File: src/rtl/dtpm_ram.sv
`timescale 1ns / 1ps
// ----------------------------------------------------------------------------
// dtpm_ram
// Generic single-write, single-read RAM with a registered read port.
// ----------------------------------------------------------------------------
module dtpm_ram #(
  parameter int WIDTH = 8,
  parameter int DEPTH = 16
) (
  input  logic                     clk,
  input  logic                     we,
  input  logic [$clog2(DEPTH)-1:0] waddr,
  input  logic [WIDTH-1:0]         wdata,
  input  logic [$clog2(DEPTH)-1:0] raddr,
  output logic [WIDTH-1:0]         rdata
);

  logic [WIDTH-1:0] mem [DEPTH];

  always_ff @(posedge clk) begin
    if (we) begin
      mem[waddr] <= wdata;
    end
    rdata <= mem[raddr];
  end

endmodule

File: config.mk
export PLATFORM = sky130hd
export DESIGN_NAME = dtpm_ram
export DESIGN_NICKNAME = d
export VERILOG_FILES = /design/src/rtl/dtpm_ram.sv
export SDC_FILE = /design/constraint.sdc
export NUM_CORES = 1
export LEC_CHECK = 0
export ABC_AREA = 1
export BUFFER_PORTS_ARGS = -buffer_cell sky130_fd_sc_hd__buf_2
export CELL_PAD_IN_SITES_DETAIL_PLACEMENT = 1
export CELL_PAD_IN_SITES_GLOBAL_PLACEMENT = 1
export CORE_MARGIN = 3
export CORE_UTILIZATION = 39
export DETAILED_ROUTE_END_ITERATION = 8
export PLACE_DENSITY_LB_ADDON = 0.1
export SLEW_MARGIN = 20
export SYNTH_ARGS = -nofsm -noshare
export SYNTH_HDL_FRONTEND = slang
export SYNTH_SLANG_ARGS = --single-unit
File: constraint.sdc
create_clock -name clk -period 1 [get_ports clk]
set_clock_uncertainty 0.1 [all_clocks]
set_input_delay 0.1 -clock clk [delete_from_list [all_inputs] [get_ports clk]]
set_output_delay 0.1 -clock clk [all_outputs]
set_load 0.1 [all_outputs]
# After elaboration in Yosys (flattened, before gate mapping)
# Memory sizes are Yosys's and may differ from the RTL's. A register that Yosys moved wholly into a read port is not among the register bits.
# Index checks and enable logic that the tools add are counted.
# op_classes
mul,0
bitwise_logic,0
add_sub_neg,0
muxes,2
div,0
magnitude_cmp,0
reduce_logical,0
eq_ne,0
n_shift,0
# ops
op,count
1-bit 2-to-1 mux,2
# totals
word_cells,3
out_inout_bits,8
mem_bits_rw,128
n_memories,1
inputBits,18
regBits,0
latchBits,0
rom_bits,0
# mem_list
name,depth,width,read_ports,rd_ports_with_merged_regs,wr,line,rtl
mem,16,8,1,1,1,18,logic [WIDTH-1:0] mem [DEPTH];

# Logic depth before layout (Yosys ltp)
# depth
ltp_word,2
ltp_mapped,8
depth_no_buf,7

# Least setup slack after synthesis
# OpenSTA, ideal clock, no wires.
# synth_timing
path_kind,input port to flip-flop
start,input port waddr[2]
end,memory mem[10][0] (enable)
n_path_buf,0
setup_time_ps,370
arrival_ps,681
path_slack_ps,-151
t_required_ps,530
cell_stages,2
cell_sequence,nand3b_1 > nor2_1
# synth_lines
item,line,rtl
"start, declared",12,"input logic [$clog2(DEPTH)-1:0] waddr,"
"end, declared",18,
# No word-level cell before the write port.

# Worst setup path in the final report
# layout_timing
start,"register rdata[5], read port of mem"
end,output port rdata[5]
# layout_lines
item,line,rtl
"start, declared",15,output logic [WIDTH-1:0] rdata
# No word-level cell between the ends.

==> reports/summary.md <==
The run finished, with violations left. The final reports fail on negative setup slack. Counting cells, the worst reg-to-reg path comes to 6. The run gives 0.00967 ns as the worst-case hold slack. Number of buffer and inverter instances along the worst setup path: 1. At the worst endpoint, the required time is 0.80 ns. Traced cell by cell, the critical path runs through buf_12.

The placed instance count came out at 777. The net count of the finished layout is 638. The worst register-to-register path begins at mem[13][3]. Once layout is complete, the utilization of the core stands at 53.2%. The commonest cells after synthesis are sky130_fd_sc_hd__nand2_1 (173), sky130_fd_sc_hd__edfxtp_1 (128), sky130_fd_sc_hd__inv_1 (100). For this run, the top clock speed supported by timing is 867 MHz.

Clock-pin slew was measured on the worst setup and hold paths at 0.06 ns. The most critical setup path has its startpoint at rdata[5]. The worst-skew pair later-pin latency came out at 0.42 ns. The global-route congestion overflow total was 0. The share of the Yosys chip area taken by registers is 69.4%.

The I/O pin count came out at 26. The placed instances occupy a cell area of 0.00658 mm^2. Detailed placement ended at an HPWL of 9900 um.

Number of global-route vias before repair: 4253. TritonCTS built the clock tree. Leaving out filler cells and counting taps, the final layout contains 813. The diode insertion count for antenna repair is 0.

Setup slack on the worst reg-to-reg path comes out at -0.05 ns. For this block, the via count after detailed routing is 3968. The worst IR drop on VDD is 1.27 mV, and the average via count per standard cell is 4.88. After detailed routing, the average wire length per cell comes to 18.1 um.

The number of different library cells used by synthesis comes to 12. Setup repair after global routing could not meet its margin everywhere. Port buffering added 25 buffers. For this run, the number of Yosys warnings is 0. Before antenna repair, the detailed router went through 4 iterations. The synthesized design spends more area on one cell type than any other, namely sky130_fd_sc_hd__edfxtp_1.

The tools report the net count after synthesis as 569. Area added between synthesis and finish: 30.5%. In this run, synthesis produced a sequential element count of 136. Of all flip-flops after synthesis, the portion carrying an async set or reset was 0%. Yosys attributes the largest share of cell area to sky130_fd_sc_hd__edfxtp_1 (67%), sky130_fd_sc_hd__nand2_1 (11%), sky130_fd_sc_hd__nand3_1 (8.4%), sky130_fd_sc_hd__inv_1 (6.5%), sky130_fd_sc_hd__dfxtp_1 (2.8%). The die extent in x was 128 um; the initial antenna violation count was 0.

Slowest library cell on the worst path: sky130_fd_sc_hd__dfxtp_2. Wire length of the first global-routing pass: 23500 um. The worst register-to-register path ends at rdata[3]. The run gives 0.95 ns as the arrival time of data at the critical path endpoint. Setup violations remaining at the end of the flow were counted as 16. At the placement stage, the worst setup path has a slack of -0.355 ns. The cell depth of the worst setup path was 1. The detailed router finished its first iteration with 177 violations.

In this run the worst setup path terminates at rdata[5]. Dividing the final minimum period by the clock period gives 115%. The start-to-end type of the worst setup path was flop to output pin. Routability-driven placement finished with a final weighted congestion of 0.775.

The maximum number of pins on one net before global-route repair came out at 34. The floorplan step defined a core boundary enclosing 0.0141 mm^2. Among all cell types in the netlist, the one instantiated most often is sky130_fd_sc_hd__nand2_1.

In the routed design, unresolved DRC markers number 0. Of the cells placed in the final design, the portion with a size suffix greater than 1 is 27.8%. The min-delay analysis places its worst path in the category input pin to flop. TritonCTS created 17 clock buffers. The placement row count came out at 43. Height of the chip: 128 um.

The kind of start point of the critical path is a flop. In the synthesized netlist the dominant register cell turns out to be sky130_fd_sc_hd__edfxtp_1. The leakage power total came out at 0.00324 uW. CTS placed an instance of sky130_fd_sc_hd__clkbuf_16 at the clock tree root. The number of pins with negative max-slew slack in the final report came out at 0. The initial core utilization is 40.8%, and the fraction of synthesized cell area taken by the top area cell type is 66.7%. Once layout is done, the placed cells without fillers occupy 0.00752 mm^2. Summing every instance area after synthesis gives 0.00577 mm^2.

The gate family responsible for the most delay along the worst path was flip-flops. The transition time of the tightest slew-check pin came out at 0.399 ns. Post-synthesis area per instance: 10.5 um^2. The largest fanout of any net on the critical path was 1; the max-capacitance violation count was 0.

The worst pin sits at a relative slew slack of 73.3%. The delay of the slowest cell on the worst path is 0.35 ns, and the count of endpoints failing hold in the final timing report is 0. The tools report the final worst setup slack as -0.153 ns. The longest clock path from root to sink contains 2 buffers. STA classifies the critical path endpoint as an output pin. The gate count of the mapped netlist was 551. CTS sink count: 136. Subtracting the final worst setup slack from the clock period gives 1.15 ns. The tools report the residual antenna-violating net count after detailed routing as 0. The number of H-tree branching levels is 4, and the total routing usage reported by global routing is 19.6%.

Dividing total power by cell area gives a power density of 1980 mW/mm^2. The post-detailed-routing wire length is 14700 um, and the number of synthesized flops with an enable pin is 128. The total die area is 0.0163 mm^2.
## report_power, final
group          internal [uW]  switching (uW)  total [uW]
sequential              6380            57.4        6440
clock                   4680            2390        7070
combinational            482             909        1390
total                  11500            3360       14900
## area by class of cell
cell class              instances  area (um^2)
flip-flops and latches        136         4010
clock inverters                15          250
well taps                     180          225
fillers                      1493         6630
clock buffers                  17          425
repair buffers                 74          761
inverters                     102          383
multi-input cells             289         1470
## worst min-delay path by stage
| stage | end | start | slack (ns) | depth (start not counted) |
|---|---|---|---|---|
| after floorplan | mem[0][0] | wdata[0] | 0.1 | 0 |
| after global placement | mem[6][5] | wdata[5] | 0.44 | 1 |
| after detailed placement | mem[6][5] | wdata[5] | 0.44 | 1 |
| after CTS | mem[8][6] | wdata[6] | 0.0008 | 1 |
| after global routing | mem[15][6] | wdata[6] | 0.02 | 1 |
| final | mem[7][1] | wdata[1] | 0.01 | 1 |
## metal layers
metal  GRT usage (%)  share of wire, %  routed length, um
met2            32.8                50               7410
met3            4.35               3.5                513
met4            6.93               1.4                212
met5               0                 0                  0
met1            25.3                45               6560
## state kept, by name (all words and copies together), names as in the netlist
register / flops
rdata: 8
mem: 128
## cells in the final DEF (no fill, tap or decap)
master,n
sky130_fd_sc_hd__clkinv_2,1
sky130_fd_sc_hd__clkinvlp_4,4
sky130_fd_sc_hd__nand3_2,39
sky130_fd_sc_hd__dfxtp_2,8
sky130_fd_sc_hd__bufinv_16,6
sky130_fd_sc_hd__nand3b_1,2
sky130_fd_sc_hd__buf_12,19
sky130_fd_sc_hd__nor2_4,1
sky130_fd_sc_hd__nor2_2,8
sky130_fd_sc_hd__buf_2,17
sky130_fd_sc_hd__nand2_1,161
sky130_fd_sc_hd__clkbuf_16,17
sky130_fd_sc_hd__buf_4,34
sky130_fd_sc_hd__nand3_1,58
sky130_fd_sc_hd__nand2_2,12
sky130_fd_sc_hd__nor2_1,8
sky130_fd_sc_hd__clkinv_4,3
sky130_fd_sc_hd__edfxtp_1,128
sky130_fd_sc_hd__dlygate4sd3_1,4
sky130_fd_sc_hd__inv_2,6
sky130_fd_sc_hd__inv_6,1
sky130_fd_sc_hd__inv_1,96
## kinds of logic (layout without fill, tap and decap cells)
group         after synthesis  in the layout  share of synthesized area, %
buf+inv                   126            208                          9.52
simple gates              289            289                          21.0
flops                     136            136                          69.4
## what timing repair did
| action | CTS | global route |
|---|---|---|
| hold buffers | 4 | 0 |
| gates resized for setup | 25 | 30 |
| pin swaps | 28 | 17 |
| buffers inserted | 0 | 0 |
| endpoints found under the hold margin | 64 | 0 |
| setup endpoints to repair | 16 | 16 |
## metrics by stage
step	power, uW	TNS, ns
3_3_place_gp	7840	-29.17
4_1_cts	15000	-1.64
6_report	14900	-1.35
2_1_floorplan	7260	-12.23
3_5_place_dp	7870	-33.46
5_1_grt	15400	-2.18
Note: power is estimated with default switching activity, not from simulation.
