$ cat src/rtl/dtpm_pkg.sv
`timescale 1ns / 1ps
// ----------------------------------------------------------------------------
// dtpm_pkg
// Shared sizes, codes and types for the decimal trie prefix match core.
// ----------------------------------------------------------------------------
package dtpm_pkg;

  localparam int NODES     = 512;
  localparam int RADIX     = 10;
  localparam int NODE_W    = $clog2(NODES);
  localparam int FREE_W    = $clog2(NODES + 1);
  localparam int ROW_W     = RADIX * NODE_W;
  localparam int DIGIT_W   = 4;
  localparam int ACTION_W  = 2;
  localparam int COUNT_W   = 6;
  localparam logic [COUNT_W-1:0] COUNT_MAX = 6'd63;

  // Input action codes.
  localparam logic [ACTION_W-1:0] ACT_INS_DIGIT = 2'd0;
  localparam logic [ACTION_W-1:0] ACT_INS_END   = 2'd1;
  localparam logic [ACTION_W-1:0] ACT_MAT_DIGIT = 2'd2;
  localparam logic [ACTION_W-1:0] ACT_MAT_END   = 2'd3;

  // Result kinds.
  localparam logic KIND_INSERT = 1'b0;
  localparam logic KIND_MATCH  = 1'b1;

  localparam logic STATUS_OK   = 1'b0;
  localparam logic STATUS_FAIL = 1'b1;

  typedef enum logic [1:0] {
    PHASE_WALK = 2'd0,
    PHASE_FULL = 2'd1,
    PHASE_STOP = 2'd2
  } phase_t;

  typedef enum logic [2:0] {
    ST_CLEAR = 3'b001,
    ST_IDLE  = 3'b010,
    ST_EXEC  = 3'b100
  } state_t;

  // Walk state and item handed to the step logic.
  typedef struct packed {
    logic [ACTION_W-1:0] action;
    logic [DIGIT_W-1:0]  digit;
    phase_t              phase;
    logic [COUNT_W-1:0]  count;
    logic [FREE_W-1:0]   free;
  } step_ctx_t;

  // Updates produced by the step logic for one item.
  typedef struct packed {
    logic                cursor_load;
    logic [NODE_W-1:0]   cursor;
    logic [COUNT_W-1:0]  count;
    phase_t              phase;
    logic                free_inc;
    logic                row_we;
    logic [ROW_W-1:0]    row;
    logic                emit;
    logic                done_kind;
    logic                status;
    logic [COUNT_W-1:0]  match_length;
  } step_res_t;

endpackage

$ cat src/rtl/dtpm_step.sv
`timescale 1ns / 1ps
// ----------------------------------------------------------------------------
// dtpm_step
// Per-item trie logic: picks the child for a digit out of the node row,
// allocates a node on a missing insert child and judges end actions.
// ----------------------------------------------------------------------------
module dtpm_step
  import dtpm_pkg::*;
(
  input  step_ctx_t        ctx,
  input  logic [ROW_W-1:0] row,
  output step_res_t        res
);

  logic              digit_ok;
  logic [NODE_W-1:0] child;
  logic [ROW_W-1:0]  row_new;
  logic              pool_full;
  logic [COUNT_W-1:0] count_inc;
  logic              has_children;

  assign digit_ok     = ctx.digit < DIGIT_W'(RADIX);
  assign pool_full    = ctx.free >= FREE_W'(NODES);
  assign count_inc    = (ctx.count != COUNT_MAX) ? ctx.count + 1'b1 : ctx.count;
  // A node has children exactly when some slot of its row is non-null.
  assign has_children = |row;

  always_comb begin
    child   = '0;
    row_new = row;
    for (int i = 0; i < RADIX; i++) begin
      if (ctx.digit == DIGIT_W'(i)) begin
        child = row[i*NODE_W +: NODE_W];
        row_new[i*NODE_W +: NODE_W] = ctx.free[NODE_W-1:0];
      end
    end
  end

  always_comb begin
    res              = '0;
    res.cursor       = '0;
    res.count        = ctx.count;
    res.phase        = ctx.phase;
    res.row          = row_new;
    res.done_kind    = KIND_INSERT;
    res.status       = STATUS_OK;
    res.match_length = '0;
    case (ctx.action)
      ACT_INS_DIGIT: begin
        if (ctx.phase == PHASE_WALK && digit_ok) begin
          if (child != '0) begin
            res.cursor_load = 1'b1;
            res.cursor      = child;
            res.count       = count_inc;
          end else if (pool_full) begin
            res.phase = PHASE_FULL;
          end else begin
            res.cursor_load = 1'b1;
            res.cursor      = ctx.free[NODE_W-1:0];
            res.count       = count_inc;
            res.free_inc    = 1'b1;
            res.row_we      = 1'b1;
          end
        end
      end
      ACT_MAT_DIGIT: begin
        if (ctx.phase == PHASE_WALK) begin
          if (digit_ok && child != '0) begin
            res.cursor_load = 1'b1;
            res.cursor      = child;
            res.count       = count_inc;
          end else begin
            res.phase = PHASE_STOP;
          end
        end
      end
      ACT_INS_END: begin
        res.emit        = 1'b1;
        res.done_kind   = KIND_INSERT;
        res.status      = (ctx.phase == PHASE_FULL) ? STATUS_FAIL : STATUS_OK;
        res.cursor_load = 1'b1;
        res.count       = '0;
        res.phase       = PHASE_WALK;
      end
      ACT_MAT_END: begin
        res.emit         = 1'b1;
        res.done_kind    = KIND_MATCH;
        res.status       = has_children ? STATUS_FAIL : STATUS_OK;
        res.match_length = has_children ? '0 : ctx.count;
        res.cursor_load  = 1'b1;
        res.count        = '0;
        res.phase        = PHASE_WALK;
      end
      default: begin
        res.emit = 1'b0;
      end
    endcase
  end

endmodule
$ cat config.mk
export PLATFORM = sky130hd
export DESIGN_NAME = dtpm_step
export DESIGN_NICKNAME = d
export VERILOG_FILES = /design/src/rtl/dtpm_pkg.sv /design/src/rtl/dtpm_step.sv
export SDC_FILE = /design/constraint.sdc
export NUM_CORES = 1
export LEC_CHECK = 0
export ABC_CLOCK_PERIOD_IN_PS = 3500
export BUFFER_PORTS_ARGS = -buffer_cell sky130_fd_sc_hd__buf_2
export CAP_MARGIN = 30
export CORE_AREA = 2 2 90 92
export DETAILED_ROUTE_END_ITERATION = 10
export DIE_AREA = 0 0 92 94
export PLACE_DENSITY = 0.81
export SLEW_MARGIN = 30
export SYNTH_ARGS = -nofsm -noshare
export SYNTH_HDL_FRONTEND = slang
export SYNTH_SLANG_ARGS = --single-unit
$ cat constraint.sdc
create_clock -name vclk -period 3.5
set_input_delay 0.35 -clock vclk [all_inputs]
set_output_delay 0.35 -clock vclk [all_outputs]
set_load 0.1 [all_outputs]
# Word level (Yosys, flattened, before mapping)
# Index checks and enable logic that the tools add are counted.
# op_classes
add_sub_neg,1
mul,0
div,0
order_cmp,2
n_eq_ne,14
shift,0
n_mux,39
n_bitwise,0
reduce_logical,8
# op_table
op,count
9-bit two-way mux,20
90-bit OR reduction,1
16-bit two-way mux,3
8-bit one-hot mux with 3 select lines,1
20-bit two-way mux,1
18-bit two-way mux,1
6-bit two-way mux,3
9-bit one-hot mux with 2 select lines,1
"4-bit by 3-bit equality test with 1-bit output, second input constant",4
"10-bit greater-or-equal comparator, second input constant",1
9-bit nonzero test,1
"4-bit by 2-bit equality test with 1-bit output, second input constant",2
"4-bit equality test, second input constant",2
2-bit two-way mux,4
"6-bit by 1-bit adder with 6-bit output, second input constant",1
"6-bit inequality test, second input constant",1
3-bit one-hot mux with 2 select lines,1
"2-bit by 1-bit equality test with 1-bit output, second input constant",2
"2-bit equality test, second input constant",2
"4-bit by 1-bit equality test with 1-bit output, second input constant",1
2-bit zero test,2
4-bit zero test,1
"4-bit less-than comparator, second input constant",1
4-bit two-way mux,1
4 further kinds,6
# totals
regBits,0
latch_bits,0
ramBits,0
rom_bits,0
inputBits,114
out_inout_bits,119
word_cells,64
memories,0

# Logic depth before layout (Yosys ltp)
# depth
ltp_word,16
mapped_depth,11
ltp_nobuf,8

# Least setup slack after synthesis
# No wires, ideal clock.
# synth_path
path_kind,in2out
startpoint,input port ctx[18] (netlist bit)
endpoint,output port res[105] (netlist bit)
arrival_ps,4361
required_time_ps,3150
slack_ps,-1211
cell_stages,8
path_buffers,1
cell_sequence,buf_6 -> mux4_2 -> a22o_1 -> a221o_1 -> nor4_4 -> nand4_1 -> and3_1 -> o31ai_1
# synth_lines
item,line,text
start: declaration,dtpm_step.sv:10,"input step_ctx_t ctx,"
end: declaration,dtpm_step.sv:12,output step_res_t res

==> flow_summary_export.csv <==
group,metric,value,unit
sta,setup-violations-final,0,
min_path,whs_path_depth,4,
logic_synthesis,synth_top_cells_by_area,"mux2_2 (25%), nand2_1 (12%), nor4_1 (5.0%), mux2i_1 (3.3%), o21ai_0 (3.3%)",
pwr,finalPower,1.180,mW
worst_setup_path,crit_arrival,3.10,ns
routing,routedWlPerCell,20.20,µm
final_layout,n_sequential_cell,0,
global_route,grt_max_degree,21,
global_route,grt_pass1_wl,23.15,mm
sta,worstMarginPinSlew,0.7764,ns
sta,maxSlewHeadroom,48.05,%
sta,finalCritPeriodShare,98.45,%
logic_synthesis,synth_common_cells,"nand2_1 (97), mux2_2 (67), nor2_1 (25)",
final_layout,drive_above_1_share,57.06,%
die,die_y,94,µm
global_route,grt_use_met1,42.75,%
min_path,hold_class,"input port to primary output",
placed_design,io_buffer_count,233,
placed_design,dpl_cell_area,4796,µm²
logic_synthesis,synth_cell_types,66,
sta,drv_slew,0,
routing,vias_per_cell,5.878,
global_route,grtUsageMet2,61.46,%
global_route,antenna_found_initial,0,
routing,drtIter0Drc,330,
die,num_io_pins,233,
routing,drt_pass1_iterations,5,
logic_synthesis,netlist.area_leader.share,24.90,%
final_layout,finalNetCount,783,
min_path,min_to,"res[101]",
outcome,status,"complete, no violations",
final_layout,antennaDiodeCount,0,
final_layout,area_growth_syn_to_layout,61.07,%
die,rows,32,
logic_synthesis,yosysTopAreaCell,"mux2_2",
sta,fmax,290.2,MHz
final_layout,regArea,0,µm²
final_layout,stdcell_area,4881,µm²
global_route,use_met3,2.006,%
logic_synthesis,netlist_instances,433,
logic_synthesis,seq_area_frac_synth,0,%
logic_synthesis,avgSynthCellArea,6.999,µm²
sta,fin_crit,3.446,ns
logic_synthesis,synth_nets,548,
logic_synthesis,yosysMostFrequentCell,"nand2_1",
worst_setup_path,startpoint_type,"input port",
flow_run,drv_cap,0,
global_route,overflow,0,
die,fp.dieArea,8648,µm²
global_route,gr-usage-all-layers,33.53,%
worst_setup_path,worstPathRequired,3.15,ns
placed_design,dp_hpwl,12.70,mm
pwr,p_per_area,241.8,nW/µm²
die,start_util,39.84,%
logic_synthesis,synthesis.area,3030,µm²
sta,finalHoldViolCount,0,
final_layout,clockBufferCount,0,
routing,num_vias,4514,
min_path,hold_start,"ctx[16]",
logic_synthesis,ys_warn_count,0,
worst_setup_path,cp-end-kind,"primary output",
worst_setup_path,path_class,"input port to primary output",
global_route,grt_pass1_vias,4354,
placed_design,gp_congestion,0.9390,
routing,drt_wl_total,15.52,mm
die,placeableCoreArea,7607,µm²
routing,drc_errors,0,
pwr,leakagePower,2.314,nW
global_route,gr-max-usage-layer,"met2",
pwr,vdd_ir_drop_max,0.2064,mV
clock_tree,ctsHoldBuffers,0,
routing,ant_nets,0,
die,die_w,92,µm
worst_setup_path,worstPathMaxFanout,7,
-- kinds of logic after synthesis --
kind of cell / share of synthesized area, %
AND/OR/NAND/NOR: 37.37
AO/OA/AOI/OAI: 22.30
multiplexers: 31.30
buffers and inverters: 8.629
adder cells (fa/ha/maj): 0.4128
-- worst max path at each step --
stage | endpoint | startpoint | slack (ns)
2_1_floorplan | res[108] | ctx[18] | -0.64
3_3_place_gp | res[109] | ctx[19] | 0.07
4_1_cts | res[101] | ctx[19] | 0.02
5_1_grt | res[101] | ctx[18] | -0.02
3_5_place_dp | res[109] | ctx[19] | -0.008
6_report | res[101] | ctx[18] | 0.05
-- repair_timing --
action | CTS | global route
cloned | 0 | 0
gates resized for setup | 0 | 12
buffers inserted | 0 | 2
pin swaps | 1 | 6
setup endpoints to repair | 3 | 15
-- routing by layer --
metal  part of all wire [%]  up-vias
met1                     40     2100
met5                      0        -
met2                     49      296
li1                       -     2085
met3                    8.2       33
met4                    2.6        0
-- critical path: stages --
cell and delay [ns]:
clkbuf_4 0.16, buf_4 0.17, and2b_2 0.27, a22o_1 0.21, a221oi_1 0.34, o22ai_2 0.20
nor4_4 0.37, nand3_2 0.18, or4_4 0.46, a21oi_4 0.19, buf_12 0.19
-- through the flow --
step | cells | util (%) | TNS [ns] | hold WS, ns | setup WS, ns
finish | 768 | 64.16 | 0 | 1.162 | 0.05431
global route | 768 | 64.16 | -0.05109 | 1.175 | -0.02388
CTS | 766 | 63.04 | 0 | 1.145 | 0.01969
detailed placement | 766 | 63.04 | -0.008063 | 1.142 | -0.008063
global placement | 766 | 63.04 | 0 | 1.141 | 0.07230
floorplan | 433 | - | -4.544 | 0.9437 | -0.6391
-- power breakdown --
| part | leakage [nW] | internal (mW) | switching [mW] | total [mW] |
|---|---|---|---|---|
| clock network | 0 | 0 | 0 | 0 |
| logic | 2.31 | 0.287 | 0.893 | 1.18 |
| registers | 0 | 0 | 0 | 0 |
| total | 2.31 | 0.287 | 0.893 | 1.18 |
-- layout make-up --
type                            instances  area, µm²
Fill cell                             740       2726
Inverter                               14      52.55
Multi-Input combinational cell        385       2934
Tap cell                              102      127.6
Timing Repair Buffer                  267       1767
-- layout by cell type (no fill, tap or decap), types with 3 or more instances in the layout --
cell type	n
a22o_2	3
nor2_2	3
a21oi_1	8
o2bb2ai_1	3
nand2b_1	10
a22o_1	4
buf_4	30
inv_1	14
nor4_1	24
nor3_1	5
a211oi_1	4
o22ai_2	4
buf_2	212
mux4_2	3
o21ai_0	20
buf_12	22
mux2i_1	10
o22ai_1	4
nand3_1	4
nand4_1	8
mux2_2	67
a32oi_1	3
o31ai_4	5
nand2_1	97
and2_1	5
nor2b_1	7
nor2_1	25
a221o_1	3
Power figures use the tool's default switching activity.
